### src/sv/prac_pkg.sv
// Shared widths, types and constants for the point rotation pipeline.
package prac_pkg;

	localparam int COORD_WIDTH    = 24;
	localparam int ROTATION_STEPS = 16;
	localparam int GUARD          = 16;
	localparam int ANGLE_W        = 16;
	localparam int Z_W            = 32;
	localparam int OFF_W          = COORD_WIDTH + 2;
	localparam int CORD_W         = (COORD_WIDTH + GUARD + 4 > 33) ?
	                                (COORD_WIDTH + GUARD + 4) : 33;
	localparam int MHI_W          = CORD_W - 32;
	localparam int PHI_W          = MHI_W + 32;
	localparam int P_W            = PHI_W + 1;
	localparam int R_W            = P_W - GUARD;
	localparam int RV_W           = R_W + 1;
	localparam int SUM_W          = RV_W + 1;
	localparam int IN_BITS        = 4 * COORD_WIDTH + ANGLE_W;
	localparam int IN_W           = ((IN_BITS + 7) / 8) * 8;
	localparam int OUT_BITS       = 2 * COORD_WIDTH;
	localparam int OUT_W          = ((OUT_BITS + 7) / 8) * 8;

	localparam logic [31:0] GAIN_Q32 = 32'h9B74EDA8;

	typedef logic signed [COORD_WIDTH-1:0] coord_t;
	typedef logic signed [OFF_W-1:0]       offset_t;
	typedef logic signed [CORD_W-1:0]      wide_t;
	typedef logic signed [Z_W-1:0]         angle_t;

	localparam coord_t COORD_MAX = {1'b0, {(COORD_WIDTH-1){1'b1}}};
	localparam coord_t COORD_MIN = {1'b1, {(COORD_WIDTH-1){1'b0}}};

	typedef enum logic [1:0] {
		QUAD_0,
		QUAD_90,
		QUAD_180,
		QUAD_270
	} quad_t;

	typedef struct packed {
		coord_t cx;
		coord_t cy;
	} center_t;

	// Arctangent of 2^-i in units of 2^-32 turn.
	function automatic angle_t atan_entry(input int i);
		angle_t a;
		case (i)
			0:  a = 32'sd536870912;
			1:  a = 32'sd316933406;
			2:  a = 32'sd167458907;
			3:  a = 32'sd85004756;
			4:  a = 32'sd42667331;
			5:  a = 32'sd21354465;
			6:  a = 32'sd10680862;
			7:  a = 32'sd5340245;
			8:  a = 32'sd2670163;
			9:  a = 32'sd1335087;
			10: a = 32'sd667544;
			11: a = 32'sd333772;
			12: a = 32'sd166886;
			13: a = 32'sd83443;
			14: a = 32'sd41722;
			15: a = 32'sd20861;
			16: a = 32'sd10430;
			17: a = 32'sd5215;
			18: a = 32'sd2608;
			19: a = 32'sd1304;
			20: a = 32'sd652;
			21: a = 32'sd326;
			22: a = 32'sd163;
			23: a = 32'sd81;
			default: a = '0;
		endcase
		return a;
	endfunction

endpackage

### src/sv/prac_gain.sv
// Gain correction, rounding, centre offset and saturation.
module prac_gain (
	input  logic              clk,
	input  logic              arst_n,
	input  logic              in_valid,
	output logic              in_ready,
	input  prac_pkg::wide_t   in_x,
	input  prac_pkg::wide_t   in_y,
	input  prac_pkg::center_t in_c,
	output logic              out_valid,
	input  logic              out_ready,
	output prac_pkg::coord_t  rotated_x,
	output prac_pkg::coord_t  rotated_y,
	output logic              clipped
);
	import prac_pkg::*;

	localparam logic signed [SUM_W-1:0] SAT_HI =
		{{(SUM_W-COORD_WIDTH+1){1'b0}}, {(COORD_WIDTH-1){1'b1}}};
	localparam logic signed [SUM_W-1:0] SAT_LO = ~SAT_HI;
	localparam logic [P_W-1:0] HALF = P_W'(1) << (GUARD - 1);

	logic v_s1, v_s2, v_s3, v_s4;
	logic rdy1, rdy2, rdy3, rdy4;

	logic                     neg_s1 [2];
	logic [CORD_W-1:0]        mag_s1 [2];
	center_t                  c_s1;
	logic                     neg_s2 [2];
	logic [PHI_W-1:0]         phi_s2 [2];
	logic [31:0]              plo_s2 [2];
	center_t                  c_s2;
	logic signed [RV_W-1:0]   rv_s3  [2];
	center_t                  c_s3;
	coord_t                   rx_s4, ry_s4;
	logic                     clip_s4;

	wide_t                    src [2];
	logic [63:0]              lo_full [2];
	logic [P_W-1:0]           psum [2];
	logic [R_W-1:0]           rnd  [2];
	logic signed [SUM_W-1:0]  sum  [2];
	coord_t                   sat  [2];
	logic                     hit  [2];

	assign rdy4     = !v_s4 || out_ready;
	assign rdy3     = !v_s3 || rdy4;
	assign rdy2     = !v_s2 || rdy3;
	assign rdy1     = !v_s1 || rdy2;
	assign in_ready = rdy1;

	assign src[0] = in_x;
	assign src[1] = in_y;

	always_comb begin
		for (int l = 0; l < 2; l++) begin
			lo_full[l] = {32'h0, mag_s1[l][31:0]} * {32'h0, GAIN_Q32};
			psum[l]    = P_W'(phi_s2[l]) + P_W'(plo_s2[l]);
			rnd[l]     = R_W'((psum[l] + HALF) >> GUARD);
		end
		sum[0] = SUM_W'(rv_s3[0]) + SUM_W'(c_s3.cx);
		sum[1] = SUM_W'(rv_s3[1]) + SUM_W'(c_s3.cy);
		for (int l = 0; l < 2; l++) begin
			if (sum[l] > SAT_HI) begin
				sat[l] = COORD_MAX;
				hit[l] = 1'b1;
			end else if (sum[l] < SAT_LO) begin
				sat[l] = COORD_MIN;
				hit[l] = 1'b1;
			end else begin
				sat[l] = sum[l][COORD_WIDTH-1:0];
				hit[l] = 1'b0;
			end
		end
	end

	always_ff @(posedge clk or negedge arst_n) begin
		if (!arst_n) begin
			v_s1 <= 1'b0;
			v_s2 <= 1'b0;
			v_s3 <= 1'b0;
			v_s4 <= 1'b0;
		end else begin
			if (rdy1) v_s1 <= in_valid;
			if (rdy2) v_s2 <= v_s1;
			if (rdy3) v_s3 <= v_s2;
			if (rdy4) v_s4 <= v_s3;
		end
	end

	always_ff @(posedge clk) begin
		if (rdy1 && in_valid) begin
			for (int l = 0; l < 2; l++) begin
				neg_s1[l] <= src[l][CORD_W-1];
				mag_s1[l] <= src[l][CORD_W-1] ? CORD_W'(-src[l]) : CORD_W'(src[l]);
			end
			c_s1 <= in_c;
		end
		if (rdy2 && v_s1) begin
			for (int l = 0; l < 2; l++) begin
				neg_s2[l] <= neg_s1[l];
				phi_s2[l] <= PHI_W'(mag_s1[l][CORD_W-1:32]) * PHI_W'(GAIN_Q32);
				plo_s2[l] <= lo_full[l][63:32];
			end
			c_s2 <= c_s1;
		end
		if (rdy3 && v_s2) begin
			for (int l = 0; l < 2; l++) begin
				rv_s3[l] <= neg_s2[l] ? -$signed({1'b0, rnd[l]}) : $signed({1'b0, rnd[l]});
			end
			c_s3 <= c_s2;
		end
		if (rdy4 && v_s3) begin
			rx_s4   <= sat[0];
			ry_s4   <= sat[1];
			clip_s4 <= hit[0] || hit[1];
		end
	end

	assign out_valid = v_s4;
	assign rotated_x = rx_s4;
	assign rotated_y = ry_s4;
	assign clipped   = clip_s4;

endmodule

### config.mk
export PLATFORM = sky130hd
export DESIGN_NAME = prac_gain
export DESIGN_NICKNAME = d
export VERILOG_FILES = /design/src/sv/prac_pkg.sv /design/src/sv/prac_gain.sv
export SDC_FILE = /design/constraint.sdc
export NUM_CORES = 2
export LEC_CHECK = 0
export ABC_AREA = 1
export BUFFER_PORTS_ARGS = -buffer_cell sky130_fd_sc_hd__buf_2
export CAP_MARGIN = 20
export CORE_MARGIN = 2
export CORE_UTILIZATION = 50
export CTS_BUF_LIST = sky130_fd_sc_hd__clkbuf_4
export CTS_CLUSTER_SIZE = 24
export DETAILED_ROUTE_END_ITERATION = 8
export HOLD_SLACK_MARGIN = 0.1
export PLACE_DENSITY = 0.66
export SYNTH_ARGS = -nofsm -noshare
export SYNTH_HDL_FRONTEND = slang
export SYNTH_SLANG_ARGS = --single-unit
### constraint.sdc
create_clock -name clk -period 6.6 [get_ports clk]
set_input_delay 0 -clock clk [delete_from_list [all_inputs] [get_ports clk]]
set_output_delay 0 -clock clk [all_outputs]
set_load 0.01 [all_outputs]
# [After elaboration in Yosys (flattened, before gate mapping)]
# Memories as Yosys holds them, arrays and structs flattened.
# Index checks and enable logic that the tools add are counted.
[totals] ram_bits=298 memories=6 output_inout_bits=51 register_bits=197 in_bits=140
[classes] n_reduce_logical=13 multipliers=4 n_mux=16 addsub=10 n_lt_le_gt_ge=4
[mem_list] memory="mag_s1" words=2 width=44 read_ports=2 rd_ports_with_merged_regs=0 write_ports=2 line="prac_gain.sv:27" source="logic [CORD_W-1:0] mag_s1 [2];"
[mem_list] memory="phi_s2" words=2 width=41 read_ports=2 rd_ports_with_merged_regs=0 write_ports=2 line="prac_gain.sv:30" source="logic [PHI_W-1:0] phi_s2 [2];"
[mem_list] memory="plo_s2" words=2 width=32 read_ports=2 rd_ports_with_merged_regs=0 write_ports=2 line="prac_gain.sv:31" source="logic [31:0] plo_s2 [2];"
[mem_list] memory="rv_s3" words=2 width=30 read_ports=2 rd_ports_with_merged_regs=0 write_ports=2 line="prac_gain.sv:33" source="logic signed [RV_W-1:0] rv_s3 [2];"
[mem_list] memory="neg_s1" words=2 width=1 read_ports=2 rd_ports_with_merged_regs=0 write_ports=2 line="prac_gain.sv:26" source="logic neg_s1 [2];"
[mem_list] memory="neg_s2" words=2 width=1 read_ports=2 rd_ports_with_merged_regs=0 write_ports=2 line="prac_gain.sv:29" source="logic neg_s2 [2];"
[op_table] operator="multiplier 32 x 29 -> 61 bit, second input constant" count=2
[op_table] operator="adder 44 x 32 -> 45 bit" count=2
[op_table] operator="adder 45 x 16 -> 45 bit, second input constant" count=2
[op_table] operator="2-to-1 mux 44 bit" count=2
[op_table] operator="negator 44 bit" count=2
[op_table] operator="multiplier 12 x 29 -> 41 bit, second input constant" count=2
[op_table] operator="adder 30 x 24 -> 31 bit" count=2
[op_table] operator="greater-than comparator 31 x 24 -> 1 bit, second input constant" count=2
[op_table] operator="< comparator 31 x 24 -> 1 bit, second input constant" count=2
[op_table] operator="2-to-1 mux 30 bit" count=2
[op_table] operator="negator 29 -> 30 bit" count=2
[op_table] operator="2-to-1 mux 24 bit" count=2
[op_table] operator="2-to-1 mux 1 bit" count=10
[op_table] operator="logical OR 1 bit" count=5
[op_table] operator="logical AND 1 bit" count=4
[op_table] operator="zero test 1 bit" count=4

# [Logic depth before layout (Yosys ltp)]
[logic_depth] ltp_word=8 ltp_mapped=29 ltp_nobuf=29

# [Worst setup path after synthesis]
# Ideal clock, no wire load.
[synth_path] kind="register -> register" from="register v_s4 (netlist: out_valid)" to="register c_s1[0] in the netlist's numbering (enable)" n_path_buf=0 required_time_ps=5960 path_stages_with_launch=10 arrival_ps=6597 period_less_slack_ps=7237 slack_ps=-637 path_cell_list="dfrtp_1 -> inv_1 -> nor2_1 -> inv_1 -> nor2_1 -> inv_1 -> nor2_1 -> inv_1 -> nor2_1 -> nor2_1"
[synth_between] elab_chain_len=6
[synth_rtl] item="start: declaration" line="prac_gain.sv:23" source="logic v_s1, v_s2, v_s3, v_s4;"
[synth_rtl] item="start signal: assignment" line="prac_gain.sv:87" source="if (rdy4) v_s4 <= v_s3;"
[synth_rtl] item="zero test 1 bit" line="prac_gain.sv:46" source="assign rdy4 = !v_s4 || out_ready;"
[synth_rtl] item="logical OR 1 bit" line="prac_gain.sv:46"
[synth_rtl] item="logical OR 1 bit" line="prac_gain.sv:47" source="assign rdy3 = !v_s3 || rdy4;"
[synth_rtl] item="logical OR 1 bit" line="prac_gain.sv:48" source="assign rdy2 = !v_s2 || rdy3;"
[synth_rtl] item="logical OR 1 bit" line="prac_gain.sv:49" source="assign rdy1 = !v_s1 || rdy2;"
[synth_rtl] item="logical AND 1 bit" line="prac_gain.sv:92" source="if (rdy1 && in_valid) begin"
[synth_rtl] item="end signal: assignment" line="prac_gain.sv:97" source="c_s1 <= in_c;"
[synth_rtl] item="end: declaration" line="prac_gain.sv:28" source="center_t c_s1;"
# Every way passes these cells.
# A chain may end at the register's enable or synchronous reset.

==> reports/summary.json <==
{
  "synthesis": {
    "async_flop_share_pct": 0.818,
    "synth-seq-area-share_pct": 18.8,
    "netlist_area_pre_place_sq_mm": 0.0781,
    "ys.warnings.count": 0,
    "synthesis.area_per_instance_sq_um": 9.00,
    "synth.net_count": 11100,
    "synth-seq-cells": 489,
    "number_of_flops_mapped_to_enable_cells_by_yosys": 485,
    "synthesis.instances": 8673,
    "yosys_most_used_dff": "sky130_fd_sc_hd__edfxtp_1",
    "netlist-cell-type-count": 60
  },
  "global_routing": {
    "grt_pass1_vias": 66200,
    "maximum_number_of_pins_on_one_net_before_global_route_repair": 113,
    "grt_pass1_wl_microns": 363000,
    "grt_antenna_before_repair": 31,
    "grt-ovfl-total": 0,
    "grt_usage_pct": 29.8
  },
  "flow_run": {
    "max_cap_violations": 0
  },
  "detailed_routing": {
    "route.vias.total": 61500,
    "detail_route.iter0.violations": 3925,
    "detail-route-antenna-nets": 0,
    "drc_errors": 0,
    "detailedRoute.firstPassIterationCount": 6,
    "avgViaCountPerCell": 5.09,
    "drt-total-wl_microns": 232000,
    "wl_per_cell_microns": 19.2
  },
  "floorplan": {
    "dieHeight_microns": 399,
    "floorplan.die_area_sq_mm": 0.159,
    "io-pin-count": 191,
    "floorplan.die.width_microns": 399,
    "floorplan.rows": 145,
    "fp.coreArea_sq_mm": 0.156,
    "initial_core_util_pct": 50.2
  },
  "clocking": {
    "clock_tree.htree_level_count": 4,
    "cts_tree": "yes",
    "cts.path.max_buffers": 3,
    "clk-insertion-delay-late_ps": 1130,
    "clk_transition_reported_paths_ps": 60,
    "clockRootBuffer": "sky130_fd_sc_hd__clkbuf_4",
    "numCtsBuffers": 142,
    "clock_sinks": 489
  },
  "sta": {
    "slew-limit-headroom_pct": 38.5,
    "finalSetupViolCount": 8,
    "setup_ws_ps": -92.6,
    "final_min_period_ps": 6690,
    "worstMarginPinSlew_ps": 923,
    "fin_skew_ps": 72.2,
    "rsz0062_at_grt": "yes",
    "achievable-frequency_mhz": 149,
    "drv_slew": 0,
    "final.period_utilization_pct": 101,
    "finalHoldViolations": 0
  },
  "worst_setup_path": {
    "startpoint_type": "register",
    "critical_path_required_time_ps": 7400,
    "max_fanout_on_critical_path": 4,
    "worstPathArrival_ps": 7490,
    "worstSetupEndpointType": "register",
    "criticalPathCategory": "register to register"
  },
  "finish": {
    "final_area_sq_mm": 0.0936,
    "drive_above_1_share_pct": 14.3,
    "areaGrowthSynthToFinish_pct": 19.8,
    "nNetsFinal": 12300,
    "final_cell_count_no_fill": 12100,
    "finish.utilization_pct": 60.1
  },
  "outcome": {
    "status": "finished, violations left",
    "violations_in_the_final_reports": "negative setup slack"
  },
  "worst_hold_path": {
    "hold_path_class": "input port to register"
  },
  "place": {
    "portbufs": 190,
    "cells_after_dpl": 11300,
    "globalplace.congestion": 0.982,
    "detailedPlacementHpwl_microns": 197000,
    "placement.setup.worst_slack_ps": -307,
    "dpl-instance-area_sq_mm": 0.0848
  }
}
kinds of logic (layout without fill, tap and decap cells):
family	after synthesis	after routing	synth area share, %
buffers and inverters	2465	3798	11.9
and+or+nand+nor	2367	2367	12.7
adders and majority gates	2262	2262	47.5
AOI/OAI and AO/OA	786	786	5.66
DFF	489	489	18.8
xor gates and xnor gates	304	304	3.44
other	0	15	0
synthesized netlist by cell type, types with 6 or more instances:
cell,n,area [sq um]
sky130_fd_sc_hd__xor2_1,196,1720
sky130_fd_sc_hd__o21ai_1,22,110
sky130_fd_sc_hd__o211ai_1,6,45.0
sky130_fd_sc_hd__nand3b_1,17,128
sky130_fd_sc_hd__ha_1,1090,13600
sky130_fd_sc_hd__nor2_2,18,113
sky130_fd_sc_hd__a21boi_0,10,75.1
sky130_fd_sc_hd__nor2_4,7,78.8
sky130_fd_sc_hd__or2_2,7,43.8
sky130_fd_sc_hd__inv_1,2428,9110
sky130_fd_sc_hd__and3_1,7,43.8
sky130_fd_sc_hd__inv_2,8,30.0
sky130_fd_sc_hd__a21o_1,30,225
sky130_fd_sc_hd__fa_1,1172,23500
sky130_fd_sc_hd__nor3_1,67,335
sky130_fd_sc_hd__a31oi_1,59,369
sky130_fd_sc_hd__a21oi_1,372,1860
sky130_fd_sc_hd__nand4_1,66,413
sky130_fd_sc_hd__edfxtp_1,485,14600
sky130_fd_sc_hd__nor2_1,570,2140
sky130_fd_sc_hd__o21a_1,28,210
sky130_fd_sc_hd__nand3_2,9,90.1
sky130_fd_sc_hd__xnor2_1,105,920
sky130_fd_sc_hd__o31ai_1,7,52.6
sky130_fd_sc_hd__nand3_1,199,996
sky130_fd_sc_hd__clkbuf_1,11,41.3
sky130_fd_sc_hd__o21ai_0,194,971
sky130_fd_sc_hd__o21bai_1,21,158
sky130_fd_sc_hd__buf_6,7,78.8
sky130_fd_sc_hd__nand2_2,39,244
sky130_fd_sc_hd__nor4_1,27,169
sky130_fd_sc_hd__nand2_1,1318,4950
timing repair:
| action | 4_1_cts | 5_1_grt |
|---|---|---|
| endpoints found under the hold margin | 387 | 0 |
| pin swaps | 35 | 123 |
| gates resized for setup | 126 | 397 |
| endpoints found under the setup margin | 38 | 55 |
| buffers inserted | 20 | 55 |
| hold buffers | 408 | 0 |
state kept, by name (all words and copies together) (netlist names), 2 cells and up:
name	count
neg_s2	2
mag_s1	88
plo_s2	58
neg_s1	2
phi_s2	82
c_s2	48
rotated_y	24
c_s1	48
rotated_x	24
rv_s3	60
c_s3	48
cells in the final DEF, fill, tap and decap left out, types with 62 or more instances in the layout:
master	n
sky130_fd_sc_hd__inv_1	2353
sky130_fd_sc_hd__nand2_1	1291
sky130_fd_sc_hd__fa_1	1132
sky130_fd_sc_hd__ha_1	1006
sky130_fd_sc_hd__nor2_1	521
sky130_fd_sc_hd__edfxtp_1	485
sky130_fd_sc_hd__buf_4	475
sky130_fd_sc_hd__dlygate4sd3_1	408
sky130_fd_sc_hd__a21oi_1	332
sky130_fd_sc_hd__clkbuf_4	198
sky130_fd_sc_hd__xor2_1	190
sky130_fd_sc_hd__buf_2	190
sky130_fd_sc_hd__nand3_1	184
sky130_fd_sc_hd__o21ai_0	153
sky130_fd_sc_hd__xnor2_1	103
sky130_fd_sc_hd__inv_2	76
sky130_fd_sc_hd__ha_4	74
sky130_fd_sc_hd__nand4_1	66
sky130_fd_sc_hd__nor3_1	62
cell type report:
type                    count  area, sq um
fillers                 13500        62100
clock buffers             198         1490
multi-input cells        5719        56200
clock inverters            47          315
well taps                2058         2570
repair buffers           1114         9100
diodes                     15         37.5
flip-flops and latches    489        14700
inverters                2439         9190
routing by layer:
layer  track usage, %  vias up  part of all wire, %
met5                0        -                0.078
li1                 -    29400                    -
met4             9.35       30                  3.3
met1             38.2    29900                   42
met2             51.0     1744                   48
met3             5.44      487                  6.3
worst paths after layout:
path	start	end	slack, ps	depth (start not counted)
max	mag_s1[0][56]	plo_s2[0][57]	-90	26
min	in_c[1]	c_s1[1]	260	3
max reg2reg	mag_s1[0][56]	plo_s2[0][57]	-90	26
min reg2reg	c_s1[8]	c_s2[8]	390	0
max in group asynchronous	arst_n	out_valid	6090	4
min in group asynchronous	arst_n	v_s1	330	4
critical path, cell delays in order (launching register included):
cell	delay, ps
sky130_fd_sc_hd__edfxtp_1	370
sky130_fd_sc_hd__inv_2	80
sky130_fd_sc_hd__buf_4	140
sky130_fd_sc_hd__fa_1	480
sky130_fd_sc_hd__fa_1	520
sky130_fd_sc_hd__inv_2	50
sky130_fd_sc_hd__fa_1	510
sky130_fd_sc_hd__inv_2	50
sky130_fd_sc_hd__fa_1	530
sky130_fd_sc_hd__inv_1	50
sky130_fd_sc_hd__fa_1	490
sky130_fd_sc_hd__fa_1	430
sky130_fd_sc_hd__fa_1	530
sky130_fd_sc_hd__fa_2	460
sky130_fd_sc_hd__ha_4	310
sky130_fd_sc_hd__nand2_2	70
sky130_fd_sc_hd__nor2_1	130
sky130_fd_sc_hd__inv_1	90
sky130_fd_sc_hd__nor2_2	130
sky130_fd_sc_hd__and3_4	200
sky130_fd_sc_hd__nand4_1	90
sky130_fd_sc_hd__nand3_2	160
sky130_fd_sc_hd__a21oi_4	80
sky130_fd_sc_hd__o21ai_4	180
sky130_fd_sc_hd__nand2_2	70
sky130_fd_sc_hd__nand3_1	80
sky130_fd_sc_hd__nand2_1	90
through the flow:
stage / TNS [ps] / hold WS (ps)
floorplan: 0 / -296
global placement: -3000 / -190
detailed placement: -4920 / -191
CTS: -361 / 106
global route: -4520 / 133
finish: -400 / 264
Power is not shown: default switching activity piles up to over one toggle a cycle in this logic, so the estimate is an artifact.
